==> src/hdl/aitb_pkg.sv <==
// Shared types and codes for the interleaved-to-planar corner-turn buffer.
// No dependencies; imported by aitb_seq and the top level.
package aitb_pkg;

   localparam int SAMPLE_W = 32;
   localparam int CODE_W   = 3;
   localparam int INDEX_W  = 1;

   // request kinds carried on req_tuser
   localparam logic OP_LOAD = 1'b0;
   localparam logic OP_READ = 1'b1;

   // register indexes
   localparam logic [INDEX_W-1:0] REG_CONVERSION = 1'd0;
   localparam logic [INDEX_W-1:0] REG_BLOCK_SRC  = 1'd1;

   // conversion codes
   localparam logic [CODE_W-1:0] CONV_FIRST  = 3'd1;
   localparam logic [CODE_W-1:0] CONV_MID_A  = 3'd2;
   localparam logic [CODE_W-1:0] CONV_MID_B  = 3'd3;
   localparam logic [CODE_W-1:0] CONV_LAST   = 3'd4;
   localparam logic [CODE_W-1:0] CONV_RESET  = CONV_FIRST;

   typedef enum logic [1:0] {
      STATUS_OK       = 2'd0,
      STATUS_BAD_CODE = 2'd1,
      STATUS_NOT_FULL = 2'd2
   } status_type;

   // sequencer view of the current request, passed to the top level
   typedef struct packed {
      status_type status;
      logic       last;
      logic       rd_en;
      logic       wr_en;
   } seq_info_type;

endpackage

==> src/hdl/aitb_seq.sv <==
// Address sequencer: load and emit counters, frame state, straight and
// transposed read addresses. Depends on aitb_pkg.
module aitb_seq #(
   parameter int SPC      = 256,
   parameter int IN_CH    = 2,
   parameter int FRAME_IN = 512,
   parameter int FRAME_OUT = 512,
   parameter int ADDR_W   = 9
) (
   input  logic                      clock,
   input  logic                      reset,
   input  logic                      load_req,
   input  logic                      read_req,
   input  logic [aitb_pkg::CODE_W-1:0] conv_code,
   input  logic                      block_src,
   output logic [ADDR_W-1:0]         wr_addr,
   output logic [ADDR_W-1:0]         rd_addr,
   output aitb_pkg::seq_info_type    info
);
   import aitb_pkg::*;

   localparam int SW = (SPC > 1) ? $clog2(SPC) : 1;
   localparam int CW = (IN_CH > 1) ? $clog2(IN_CH) : 1;
   localparam int LW = $clog2(FRAME_IN + 1);
   localparam int EW = (FRAME_OUT > 1) ? $clog2(FRAME_OUT) : 1;

   logic [LW-1:0]     load_cnt_ff, load_cnt_in;
   logic              full_ff, full_in;
   logic [EW-1:0]     emit_cnt_ff, emit_cnt_in;
   logic [ADDR_W-1:0] pos_ff, pos_in;     // straight position ch*SPC + s
   logic [ADDR_W-1:0] tpos_ff, tpos_in;   // transposed address s*IN_CH + ch
   logic [SW-1:0]     s_ff, s_in;
   logic [CW-1:0]     ch_ff, ch_in;

   logic       code_ok;
   logic       transpose;
   logic       last;
   status_type status;
   logic       wr_en;
   logic       rd_en;

   always_comb begin
      code_ok   = (conv_code >= CONV_FIRST) && (conv_code <= CONV_LAST);
      transpose = ((conv_code == CONV_MID_A) || (conv_code == CONV_MID_B)) != !block_src;
      if (!code_ok) begin
         status = STATUS_BAD_CODE;
      end else if (!full_ff) begin
         status = STATUS_NOT_FULL;
      end else begin
         status = STATUS_OK;
      end
      last  = (emit_cnt_ff == EW'(FRAME_OUT - 1));
      wr_en = load_req && !full_ff;
      rd_en = read_req && (status == STATUS_OK);
   end

   assign wr_addr = load_cnt_ff[ADDR_W-1:0];
   assign rd_addr = transpose ? tpos_ff : pos_ff;

   always_comb begin
      info.status = status;
      info.last   = last;
      info.rd_en  = rd_en;
      info.wr_en  = wr_en;
   end

   always_comb begin
      load_cnt_in = load_cnt_ff;
      full_in     = full_ff;
      emit_cnt_in = emit_cnt_ff;
      pos_in      = pos_ff;
      tpos_in     = tpos_ff;
      s_in        = s_ff;
      ch_in       = ch_ff;
      if (wr_en) begin
         load_cnt_in = load_cnt_ff + LW'(1);
         if (load_cnt_ff == LW'(FRAME_IN - 1)) begin
            full_in = 1'b1;
         end
      end
      if (rd_en) begin
         if (last) begin
            load_cnt_in = '0;
            full_in     = 1'b0;
            emit_cnt_in = '0;
            pos_in      = '0;
            tpos_in     = '0;
            s_in        = '0;
            ch_in       = '0;
         end else begin
            emit_cnt_in = emit_cnt_ff + EW'(1);
            if (s_ff == SW'(SPC - 1)) begin
               s_in = '0;
               if (ch_ff == CW'(IN_CH - 1)) begin
                  // output wraps around the stored frame
                  ch_in   = '0;
                  pos_in  = '0;
                  tpos_in = '0;
               end else begin
                  ch_in   = ch_ff + CW'(1);
                  pos_in  = pos_ff + ADDR_W'(1);
                  tpos_in = ADDR_W'(ch_ff) + ADDR_W'(1);
               end
            end else begin
               s_in    = s_ff + SW'(1);
               pos_in  = pos_ff + ADDR_W'(1);
               tpos_in = tpos_ff + ADDR_W'(IN_CH);
            end
         end
      end
   end

   always_ff @(posedge clock) begin
      if (reset) begin
         load_cnt_ff <= '0;
         full_ff     <= 1'b0;
         emit_cnt_ff <= '0;
         pos_ff      <= '0;
         tpos_ff     <= '0;
         s_ff        <= '0;
         ch_ff       <= '0;
      end else begin
         load_cnt_ff <= load_cnt_in;
         full_ff     <= full_in;
         emit_cnt_ff <= emit_cnt_in;
         pos_ff      <= pos_in;
         tpos_ff     <= tpos_in;
         s_ff        <= s_in;
         ch_ff       <= ch_in;
      end
   end

endmodule

==> config.mk <==
export PLATFORM = sky130hd
export DESIGN_NAME = aitb_seq
export DESIGN_NICKNAME = d
export VERILOG_FILES = /design/src/hdl/aitb_pkg.sv /design/src/hdl/aitb_seq.sv
export SDC_FILE = /design/constraint.sdc
export NUM_CORES = 1
export LEC_CHECK = 0
export ABC_CLOCK_PERIOD_IN_PS = 1850
export BUFFER_PORTS_ARGS = -buffer_cell sky130_fd_sc_hd__buf_2
export CAP_MARGIN = 10
export CELL_PAD_IN_SITES_DETAIL_PLACEMENT = 1
export CELL_PAD_IN_SITES_GLOBAL_PLACEMENT = 1
export CORE_MARGIN = 2
export CORE_UTILIZATION = 39
export CTS_CLUSTER_DIAMETER = 80
export CTS_CLUSTER_SIZE = 8
export DETAILED_ROUTE_END_ITERATION = 10
export PLACE_DENSITY = 0.78
export SLEW_MARGIN = 25
export SYNTH_ARGS = -nofsm -noshare
export SYNTH_HDL_FRONTEND = slang
export SYNTH_SLANG_ARGS = --single-unit
==> constraint.sdc <==
create_clock -name clock -period 1.85 [get_ports clock]
set_input_delay 0.37 -clock clock [delete_from_list [all_inputs] [get_ports clock]]
set_output_delay 0.37 -clock clock [all_outputs]
set_load 0.005 [all_outputs]
## After elaboration in Yosys (flattened, before gate mapping)

Index checks and enable logic that the tools add are counted.

- Register bits after elaboration: 47
- Input port bits: 8
- Output and inout bits: 23
- Word-level logic and storage cells: 53

- Add/sub/neg operators: 7
- Magnitude comparators: 2
- Equal/unequal tests: 6
- Mux-type cells: 22
- Reductions and logical operators: 9

Operators by type and width:

| kind | count |
|---|---|
| 2-to-1 mux 9 bit | 7 |
| 2-to-1 mux 10 bit | 3 |
| adder 9 x 1 -> 9 bit, second input constant | 2 |
| 2-to-1 mux 8 bit | 2 |
| adder 10 x 1 -> 10 bit, second input constant | 1 |
| == test 10 x 9 -> 1 bit, second input constant | 1 |
| adder 9 x 2 -> 9 bit, second input constant | 1 |
| == test 9 bit, second input constant | 1 |
| adder 8 x 1 -> 8 bit, second input constant | 1 |
| == test 8 bit, second input constant | 1 |
| 2-to-1 mux 1 bit | 7 |
| == test 3 x 2 -> 1 bit, second input constant | 2 |
| 2-to-1 mux 2 bit | 3 |
| greater-or-equal comparator 3 x 1 -> 1 bit, second input constant | 1 |
| less-or-equal comparator 3 bit, second input constant | 1 |
| logical AND 1 bit | 3 |
| adder 1 x 1 -> 2 bit, second input constant | 1 |
| logical NOT 1 bit | 2 |
| logical NOT 2 bit | 1 |
| AND reduction 2 bit | 1 |
| nonzero test 2 bit | 1 |
| adder 1 bit, second input constant | 1 |
| logical OR 1 bit | 1 |
| inequality test 1 bit | 1 |

## Depth between registers and ports, before layout

Gate-level depths: netlist (run 1).

- Word-level depth: 6
- Depth in mapped cells: 9
- Gate-level depth less buffers: 7

## Least setup slack after synthesis (run 1)

Ideal clock, no wire load.

- Path type: flip-flop to flip-flop
- Start point: register emit_cnt_ff[4]
- End point: register pos_ff[7]
- Library setup time: 72 ps
- Data arrival time: 1,870 ps
- Data required time: 1,778 ps
- Setup slack: -92 ps
- Cell stages (with the launch flop): 9
- Buffers on the path: 1
- Clock period less this slack: 1,942 ps
- Cell sequence: dfxtp_1 > and3_1 > nand3_1 > nor2_1 > ha_1 > clkbuf_1 > a311oi_4 > or3b_1 > mux2i_1

- Word-level cells in the longest chain between the ends: 2

RTL lines:

| element | line | text |
|---|---|---|
| start, declared | aitb_seq.sv:29 | `logic [EW-1:0] emit_cnt_ff, emit_cnt_in;` |
| start signal, assigned | aitb_seq.sv:125 | `emit_cnt_ff <= emit_cnt_in;` |
| == test 9 bit | aitb_seq.sv:52 | `last = (emit_cnt_ff == EW'(FRAME_OUT - 1));` |
| named net last | aitb_seq.sv:37 | `logic last;` |
| 2-to-1 mux 9 bit | aitb_seq.sv:82 | `if (last) begin` |
| end signal, assigned | aitb_seq.sv:126 | `pos_ff <= pos_in;` |
| end, declared | aitb_seq.sv:30 | `logic [ADDR_W-1:0] pos_ff, pos_in;` |

The timed path passes the listed nets, and every way through them passes these cells.
A chain may end at the register's enable or synchronous reset.

## Worst setup path in the final report (run 1)

- Start point: input port conv_code[1] in the netlist's numbering
- End point: output port rd_addr[7]

- Word-level cells in the longest chain between the ends: 4
- Elaborated cells between the ends (all ways): 5
- Classes of those cells: eq/ne: 3; mux: 1; reduce/logical: 1

RTL lines:

| element | line | text |
|---|---|---|
| start, declared | aitb_seq.sv:14 | `input logic [aitb_pkg::CODE_W-1:0] conv_code,` |
| == test 3 x 2 -> 1 bit | aitb_seq.sv:44 | `transpose = ((conv_code == CONV_MID_A) \|\| (conv_code == CONV_MID_B)) != !block_src;` |
| logical OR 1 bit * | aitb_seq.sv:44 |  |
| inequality test 1 bit * | aitb_seq.sv:44 |  |
| 2-to-1 mux 9 bit * | aitb_seq.sv:58 | `assign rd_addr = transpose ? tpos_ff : pos_ff;` |
| end, declared | aitb_seq.sv:17 | `output logic [ADDR_W-1:0] rd_addr,` |

Every way passes the cells marked *; elsewhere a longest branch is shown, timed or not.

==> results.cfg, run 1 <==
[grt]
grt_max_degree = 20
grtUsageMet3_pct = 3.34
gr-usage-all-layers_pct = 19.0
top_usage_layer = met2
grt_pass1_vias = 2224
met1_usage_pct = 25.3
met2_usage_pct = 31.7
gr-total-overflow = 0
grt_pass1_wl_um = 11000
antenna_found_initial = 0

[floorplanning]
io_pins = 31
core-area_mm2 = 0.00628
die_area_mm2 = 0.00711
die_w_um = 84.3
start_util_pct = 40.1
chipHeight_um = 84.3
rows = 29

[timing]
slew_viol_final = 0
rsz0062_at_grt = true
clock.fmax_ghz = 0.524
fin_tns_setup_ns = -0.237
worst_slew_pin_slew_ns = 0.564
hold_viol_final = 0
setup_slack_ns = -0.0578
finClkSkew_ns = 0.00912
slew_headroom_pct = 62.0
fin_crit_sh_pct = 103
fin_hold_ws_ns = 0.495
fin_crit_ns = 1.91
setup-violations-final = 9

[worst_setup_path]
cpLargestDelayFamily = buffers and inverters
crit_buf_inv = 3
cp_common_cell = buf_6
worstPathRequired_ns = 1.48
path_max_fanout = 4
slowest_delay_ns = 0.31
critPathArrivalTime_ns = 1.54
crit_type = primary input to output port
end_kind = output port
worstPathCellList = buf_6, and2b_2, xnor2_4, clkbuf_16, mux2_4, buf_6
crit_path_start_kind = primary input
crit_slowest_cell = mux2_4

[finish]
multiInputGateArea_mm2 = 0.00148
nFillCells = 762
ff_latch_area_um2 = 948
syn2layout_area_growth_pct = 25.3
nNetsFinal = 344
drive_gt1_share_pct = 32.6
num_antenna_cells = 0

[cts]
clkLatencyLatePin_ns = 0.31
cts_tree = yes
cts_hold_buf = 0
cts.sinks = 47
cts_root_buf = clkbuf_8
cts_buffers = 5
clk_pin_slew_ns = 0.09
h-tree-depth = 2
cts_buffer_depth = 2

[run_status]
violations = negative setup slack
status = complete, but fails checks

[placed_design]
gp_congestion = 0.761
dp_hpwl_um = 4680
portBuffers = 30

[synth]
synth_area_mm2 = 0.00251
yosysSeqAreaShare_pct = 37.4
synth.area.top_cells = dfxtp_1 37%, xor2_1 5.2%, nor2_1 4.3%
yosys.area.top_type = dfxtp_1
synth_common_cells = 47 x dfxtp_1, 29 x nor2_1, 22 x nand2_1
yosys.area_share.simple_pct = 27.0
synth_most_common_cell = dfxtp_1
synth_cell_types = 45
synth_mux_area_share_pct = 5.17
syn_avg_cell_area_um2 = 8.82
synth_top_area_share_pct = 37.4
synth-edff-count = 0
synth_compound_area_share_pct = 11.0
synth_top_family_by_area = simple AND/OR/NAND/NOR gates
synth_flop_cell = dfxtp_1
syn_nets = 299
async_flop_share_pct = 0
synth_cells = 285
synthXorXnorAreaFrac_pct = 8.31
synthAdderAreaFrac_pct = 2.99
ys_ff_latch = 47
yosys_warnings = 0

[power_and_ir_drop]
p_leak_nw = 1.23
ir_drop_mv = 0.400
powerDensity_mw_per_mm2 = 609

[min_path]
min_path_type = flip-flop to flip-flop

[detailed_routing]
drc = 0
vias_per_cell = 5.58
ant_nets = 0
routedWlPerCell_um = 18.4
drt_iter0_markers = 142
vias = 2277
routed_wl_um = 7500
dr.pass1.iters = 4

[run]
drv_cap = 0
==> routing by layer <==
layer	vias up	part of all wire, %
met1	1115	45
li1	1101	-
met3	8	3.8
met2	53	50
met5	-	0
met4	0	1.4
==> metrics by stage <==
| stage | setup slack [ns] | area, um2 | utilization (%) | power (mW) | instances |
|---|---|---|---|---|---|
| floorplan | 0.0170 | 2540 | - | 1.15 | 285 |
| global placement | -0.130 | 2780 | 44.3 | 1.20 | 390 |
| detailed placement | -0.177 | 2780 | 44.3 | 1.20 | 390 |
| CTS | -0.00754 | 2990 | 47.6 | 1.90 | 405 |
| global route | -0.0770 | 3150 | 50.2 | 2.00 | 408 |
| finish | -0.0578 | 3150 | 50.2 | 1.92 | 408 |
==> flip-flops by register name, summed over array words and instances, names as in the netlist <==
name         flops
load_cnt_ff     10
s_ff             8
full_ff          1
tpos_ff          9
emit_cnt_ff      9
ch_ff            1
pos_ff           9
==> kinds of logic after synthesis <==
kind of cell,count (synthesis)
DFF,47
buffers and inverters,30
xor gates and xnor gates,23
and+or+nand+nor,126
adders and majority gates,6
muxes,12
AOI/OAI and AO/OA,41
==> cell type report <==
class                           count  share of cell area (%)
Multi-Input combinational cell    208                    46.8
Sequential cell                    47                    30.1
Timing Repair Buffer               64                    16.3
Tap cell                           77                    3.06
Clock buffer                        6                    2.62
Inverter                            4                   0.556
Clock inverter                      2                   0.516
==> power by group <==
| group | switching (mW) | internal (mW) |
|---|---|---|
| sequential | 0.0192 | 1.02 |
| clock | 0.381 | 0.306 |
| combinational | 0.0936 | 0.0974 |
| total | 0.493 | 1.43 |
==> placed cells by master (no fill, tap or decap), types with 3 or more instances in the layout <==
cell / count
or3_1: 6
nor2_1: 28
inv_1: 3
xnor2_1: 7
nor3_1: 4
o21ai_0: 9
and4_1: 7
nand4_1: 17
dfxtp_2: 6
clkbuf_8: 6
buf_2: 20
nand3_1: 15
buf_4: 30
xor2_1: 15
nand2_1: 20
or4_1: 4
mux2_4: 8
mux2i_1: 4
ha_1: 4
a31oi_1: 3
nor4_1: 3
dfxtp_1: 41
buf_6: 11
and3_1: 5
a21oi_1: 15
==> worst paths after layout <==
path                             endpoint  depth (start not counted)                     from  slack [ns]
hold reg to reg   tpos_ff[0]$_SDFFE_PP0P_                          2  tpos_ff[0]$_SDFFE_PP0P_        0.50
hold / removal    tpos_ff[0]$_SDFFE_PP0P_                          2  tpos_ff[0]$_SDFFE_PP0P_        0.50
setup reg to reg   pos_ff[8]$_SDFFE_PP0P_                          5     s_ff[0]$_SDFFE_PP0P_       -0.01
setup / recovery               rd_addr[7]                          6             conv_code[1]       -0.06
==> worst min-delay path, delay by kind of cell (launching register included) <==
kind	cells	cell delay, ns
flops	1	0.33
compound gates	2	0.13
==> timing repair <==
item                                    4_1_cts  5_1_grt
pin swaps                                     6        3
endpoints found under the setup margin       15       25
gates resized for setup                      11       28
gates cloned                                  0        1
buffers inserted                              7        2
(Power assumes the default switching activity.)
==> inputs of run 2 (changes only) <==
Settings changed: CORE_ASPECT_RATIO set to 1.25.
==> run 2 against run 1 <==
Effect of this change: the flow still finishes with violations (negative setup slack); maximum frequency is 0.26% lower; clock power is 33% higher; power is 12% higher; flip-flop and latch count stayed put; design area is 2.3% higher; first-iteration DRC count is 44% lower; combinational power is 2% lower; hold slack worse by 0.067 ns; highest routed layer unchanged.
==> results.cfg, run 2 (synthesis gave the netlist of run 1 again) <==
[run_status]
status = complete, but fails checks
violations = negative setup slack

[floorplanning]
core-area_mm2 = 0.00621
start_util_pct = 40.5
die_w_um = 75.8
die_area_mm2 = 0.00711
chipHeight_um = 93.8
io_pins = 31
rows = 32

[detailed_routing]
drt_iter0_markers = 79
dr.pass1.iters = 4
routedWlPerCell_um = 15.5
vias = 2228
routed_wl_um = 6500
ant_nets = 0
vias_per_cell = 5.32
drc = 0

[power_and_ir_drop]
ir_drop_mv = 0.460
p_leak_nw = 1.26
powerDensity_mw_per_mm2 = 664

[worst_setup_path]
worstPathCellList = buf_6, and2b_2, xnor2_4, clkbuf_16, mux2_4, buf_6
end_kind = output port
crit_slowest_cell = mux2_4
path_max_fanout = 5
crit_path_start_kind = primary input
crit_buf_inv = 3
worstPathRequired_ns = 1.48
critPathArrivalTime_ns = 1.54
crit_start = conv_code[2]
r2r_start = emit_cnt_ff[3]$_SDFFE_PP0P_
crit_type = primary input to output port
cpLargestDelayFamily = buffers and inverters
slowest_delay_ns = 0.30
cp_common_cell = buf_6

[cts]
cts_tree = yes
cts_root_buf = clkbuf_8
cts_buffer_depth = 2
cts_buffers = 5
cts.sinks = 47
clkLatencyLatePin_ns = 0.31
h-tree-depth = 2
clk_pin_slew_ns = 0.09

[grt]
grt_max_degree = 20
grt_pass1_wl_um = 10600
grt_pass1_vias = 2298
antenna_found_initial = 0
gr-total-overflow = 0
gr-usage-all-layers_pct = 19.2

[placed_design]
gp_congestion = 0.773
dp_hpwl_um = 4480
portBuffers = 30
preCtsSetupSlack_ns = -0.0298

[finish]
layout_commonest_cell = dfxtp_1
regMostFlops = load_cnt_ff
drive_gt1_share_pct = 31.4
num_antenna_cells = 0
syn2layout_area_growth_pct = 28.2
post-route-util_pct = 52.0
nNetsFinal = 347
mostFrequentLayoutCells = 42 x dfxtp_1, 31 x buf_4, 28 x nor2_1
largest_register_ffs = 10

[min_path]
min_from = reset
min_path_type = primary input to flip-flop

[run]
drv_cap = 0

[timing]
hold_viol_final = 0
worst_slew_pin_slew_ns = 0.480
slew_headroom_pct = 67.7
slew_viol_final = 0
fin_tns_setup_ns = -0.386
fin_crit_sh_pct = 103
rsz0062_at_grt = true
setup_slack_ns = -0.0628
fin_crit_ns = 1.91
finClkSkew_ns = 0.00930
setup-violations-final = 10
clock.fmax_ghz = 0.523
==> run 2: layer usage <==
metal	vias to the layer above	wire length, um	track usage, %
li1	1113	-	-
met2	39	3270	34.3
met3	11	219	3.97
met4	0	120	4.82
met5	-	0	0
met1	1065	2890	22.6
==> run 2: final timing paths <==
check             depth (start not counted)                          end  slack (ns)
hold reg to reg                           2      tpos_ff[0]$_SDFFE_PP0P_        0.49
hold / removal                            2           ch_ff$_SDFFE_PP0P_        0.43
setup / recovery                          6                   rd_addr[2]       -0.06
setup reg to reg                          9  emit_cnt_ff[7]$_SDFFE_PP0P_       -0.03
==> run 2: cell type report <==
class                      count  area, um2
fill                         712       2980
multi-input combinational    208       1470
sequential                    47        947
timing repair buffer          67        544
tap                           85        106
clock buffer                   5       68.8
clock inverter                 3       67.6
inverter                       4       17.5
==> run 2: timing repair <==
item | CTS | global route
endpoints found under the setup margin | 14 | 30
hold buffers | 0 | 0
gates resized for setup | 11 | 27
buffers inserted | 8 | 3
gates cloned | 0 | 1
pin swaps | 7 | 6
==> run 2: worst reg2reg max path, delay by kind of cell (launching register included) <==
family,cells,cell delay (ns)
and+or+nand+nor,3,0.71
AOI/OAI and AO/OA,1,0.13
buffers and inverters,5,0.64
DFF,1,0.35
==> run 2: per-stage QoR <==
step           hold WS [ns]  power, mW  area (um2)  instances
4_1_cts               0.435       2.11        3040        415
6_report              0.428       2.14        3220        419
3_3_place_gp          0.448       1.21        2810        399
5_1_grt               0.470       2.21        3220        419
3_5_place_dp          0.472       1.21        2810        399
2_1_floorplan         0.441       1.15        2540        285
==> run 2: power by group <==
part	internal (mW)	leakage [nW]	switching [mW]
Combinational	0.0959	0.813	0.0908
Clock	0.539	0.0644	0.378
Sequential	1.02	0.382	0.0157
Total	1.66	1.26	0.484
==> inputs of run 3 (changes only) <==
Settings changed: CORE_UTILIZATION 39 to 29, PLACE_DENSITY 0.78 to 0.61.
==> run 3 against run 2 <==
Effect of this change: the run still ends with negative setup slack left; hold slack better by 0.035 ns; cell count increased by 2.1%; clock power fell by 32%; maximum frequency is 1.7% higher.
==> results.cfg, run 3 (synthesis gave the netlist of run 1 again) <==
[power_and_ir_drop]
p_leak_nw = 1.21
powerDensity_mw_per_mm2 = 586
ir_drop_mv = 0.213

[grt]
gr-usage-all-layers_pct = 13.7
grt_pass1_vias = 2101
antenna_found_initial = 0
grt_pass1_wl_um = 10300
gr-total-overflow = 0
grt_max_degree = 20

[placed_design]
portBuffers = 30
preCtsSetupSlack_ns = -0.233
placedCellCount = 414
dp_hpwl_um = 4680
gp_congestion = 0.752

[timing]
finClkSkew_ns = 0.00705
fin_tns_setup_ns = -0.135
setup-violations-final = 8
fin_crit_ns = 1.88
slew_viol_final = 0
worst_slew_pin_slew_ns = 0.473
setup_slack_ns = -0.0307
rsz0062_at_grt = true
fin_hold_ws_ns = 0.463
fin_crit_sh_pct = 102
hold_viol_final = 0
clock.fmax_ghz = 0.532
slew_headroom_pct = 68.2

[floorplanning]
die_area_mm2 = 0.00944
rows = 38
die_w_um = 87.3
io_pins = 31
chipHeight_um = 108
start_util_pct = 29.4
core-area_mm2 = 0.00856

[detailed_routing]
vias_per_cell = 5.11
vias = 2189
ant_nets = 0
dr.pass1.iters = 4
routedWlPerCell_um = 14.8
drc = 0
drt_iter0_markers = 84
routed_wl_um = 6320

[cts]
clkLatencyLatePin_ns = 0.31
cts_root_buf = clkbuf_8
cts_hold_buf = 0
cts_buffers = 5
clk_pin_slew_ns = 0.09
cts.sinks = 47
h-tree-depth = 2
cts_buffer_depth = 2
cts_tree = yes

[worst_setup_path]
ff2ff_setup_slack_ns = 0.08
r2r_cells = 8
worstPathCellList = buf_6, and2b_2, xnor2_4, clkbuf_16, mux2_4, buf_6
critPathArrivalTime_ns = 1.51
cp_common_cell = buf_6
crit_type = primary input to output port
worstPathRequired_ns = 1.48
path_max_fanout = 5
slowest_delay_ns = 0.30
r2r_end = pos_ff[8]$_SDFFE_PP0P_
r2r_start = emit_cnt_ff[2]$_SDFFE_PP0P_
end_kind = output port
crit_slowest_cell = mux2_4
crit_path_start_kind = primary input

[min_path]
min_from = reset
hold_depth = 3
min_to = tpos_ff[1]$_SDFFE_PP0P_
min_path_type = primary input to flip-flop

[finish]
drive_gt1_share_pct = 30.2
nFillCells = 1011
mostFrequentLayoutCells = 44 x dfxtp_1, 28 x nor2_1, 25 x buf_4
num_antenna_cells = 0
regMostFlops = load_cnt_ff
layout_commonest_cell = dfxtp_1
finalNonFillerCells = 428
multiInputGateArea_mm2 = 0.00148
largest_register_ffs = 10
nNetsFinal = 341
ff_latch_area_um2 = 945
syn2layout_area_growth_pct = 25.9

[run_status]
status = complete, but fails checks
violations = negative setup slack

[run]
drv_cap = 0
run 3: changes by cell type in the layout (fill, tap and decap cells not counted), sizes merged:
cell | previous run | this run
buf | 66 | 60
bufinv | 2 | 0
clkinv | 0 | 1
clkinvlp | 1 | 2
run 3: final cells by class:
type,instances,share of cell area [%]
clock inverters,3,0.632
inverters,4,0.553
well taps,100,3.95
repair buffers,61,16.2
clock buffers,5,2.17
flip-flops and latches,47,29.8
multi-input cells,208,46.6
run 3: power by group:
part | internal (mW) | switching [mW]
combinational | 0.0977 | 0.0896
clock | 0.263 | 0.365
sequential | 1.02 | 0.0164
total | 1.38 | 0.471
run 3: how the worst max path moves through the flow:
stage,from,to,cells after the start
global route,conv_code[1],rd_addr[2],6
global placement,conv_code[2],rd_addr[8],5
floorplan,emit_cnt_ff[0]$_SDFFE_PP0P_,pos_ff[8]$_SDFFE_PP0P_,8
detailed placement,conv_code[2],rd_addr[5],5
CTS,conv_code[2],rd_addr[7],6
finish,conv_code[1],rd_addr[5],6
run 3: what timing repair did:
item | 4_1_cts | 5_1_grt
setup endpoints to repair | 14 | 16
hold endpoints to repair | 0 | 0
gates cloned | 0 | 1
resized for setup | 15 | 21
buffers inserted | 2 | 3
pin swaps | 4 | 8
run 3: layer usage:
| layer | GRT usage [%] | vias to the layer above | share of wire [%] |
|---|---|---|---|
| met1 | 17.0 | 1070 | 45 |
| met2 | 23.9 | 22 | 52 |
| met5 | 0 | - | 0 |
| li1 | - | 1090 | - |
| met3 | 2.44 | 7 | 2.4 |
| met4 | 4.29 | 0 | 1.3 |
run 3: worst max-delay path: cells and delay by family:
family                 cells  cell delay, ns
buffers and inverters      3            0.40
AND/OR/NAND/NOR            1            0.22
XOR/XNOR                   1            0.22
multiplexers               1            0.30
run 3: per-stage QoR:
stage	power, mW	utilization [%]	area [um2]
CTS	1.86	35.2	3020
global route	1.94	37.0	3170
floorplan	1.15	-	2540
detailed placement	1.21	33.1	2830
finish	1.85	37.0	3170
global placement	1.20	33.1	2830
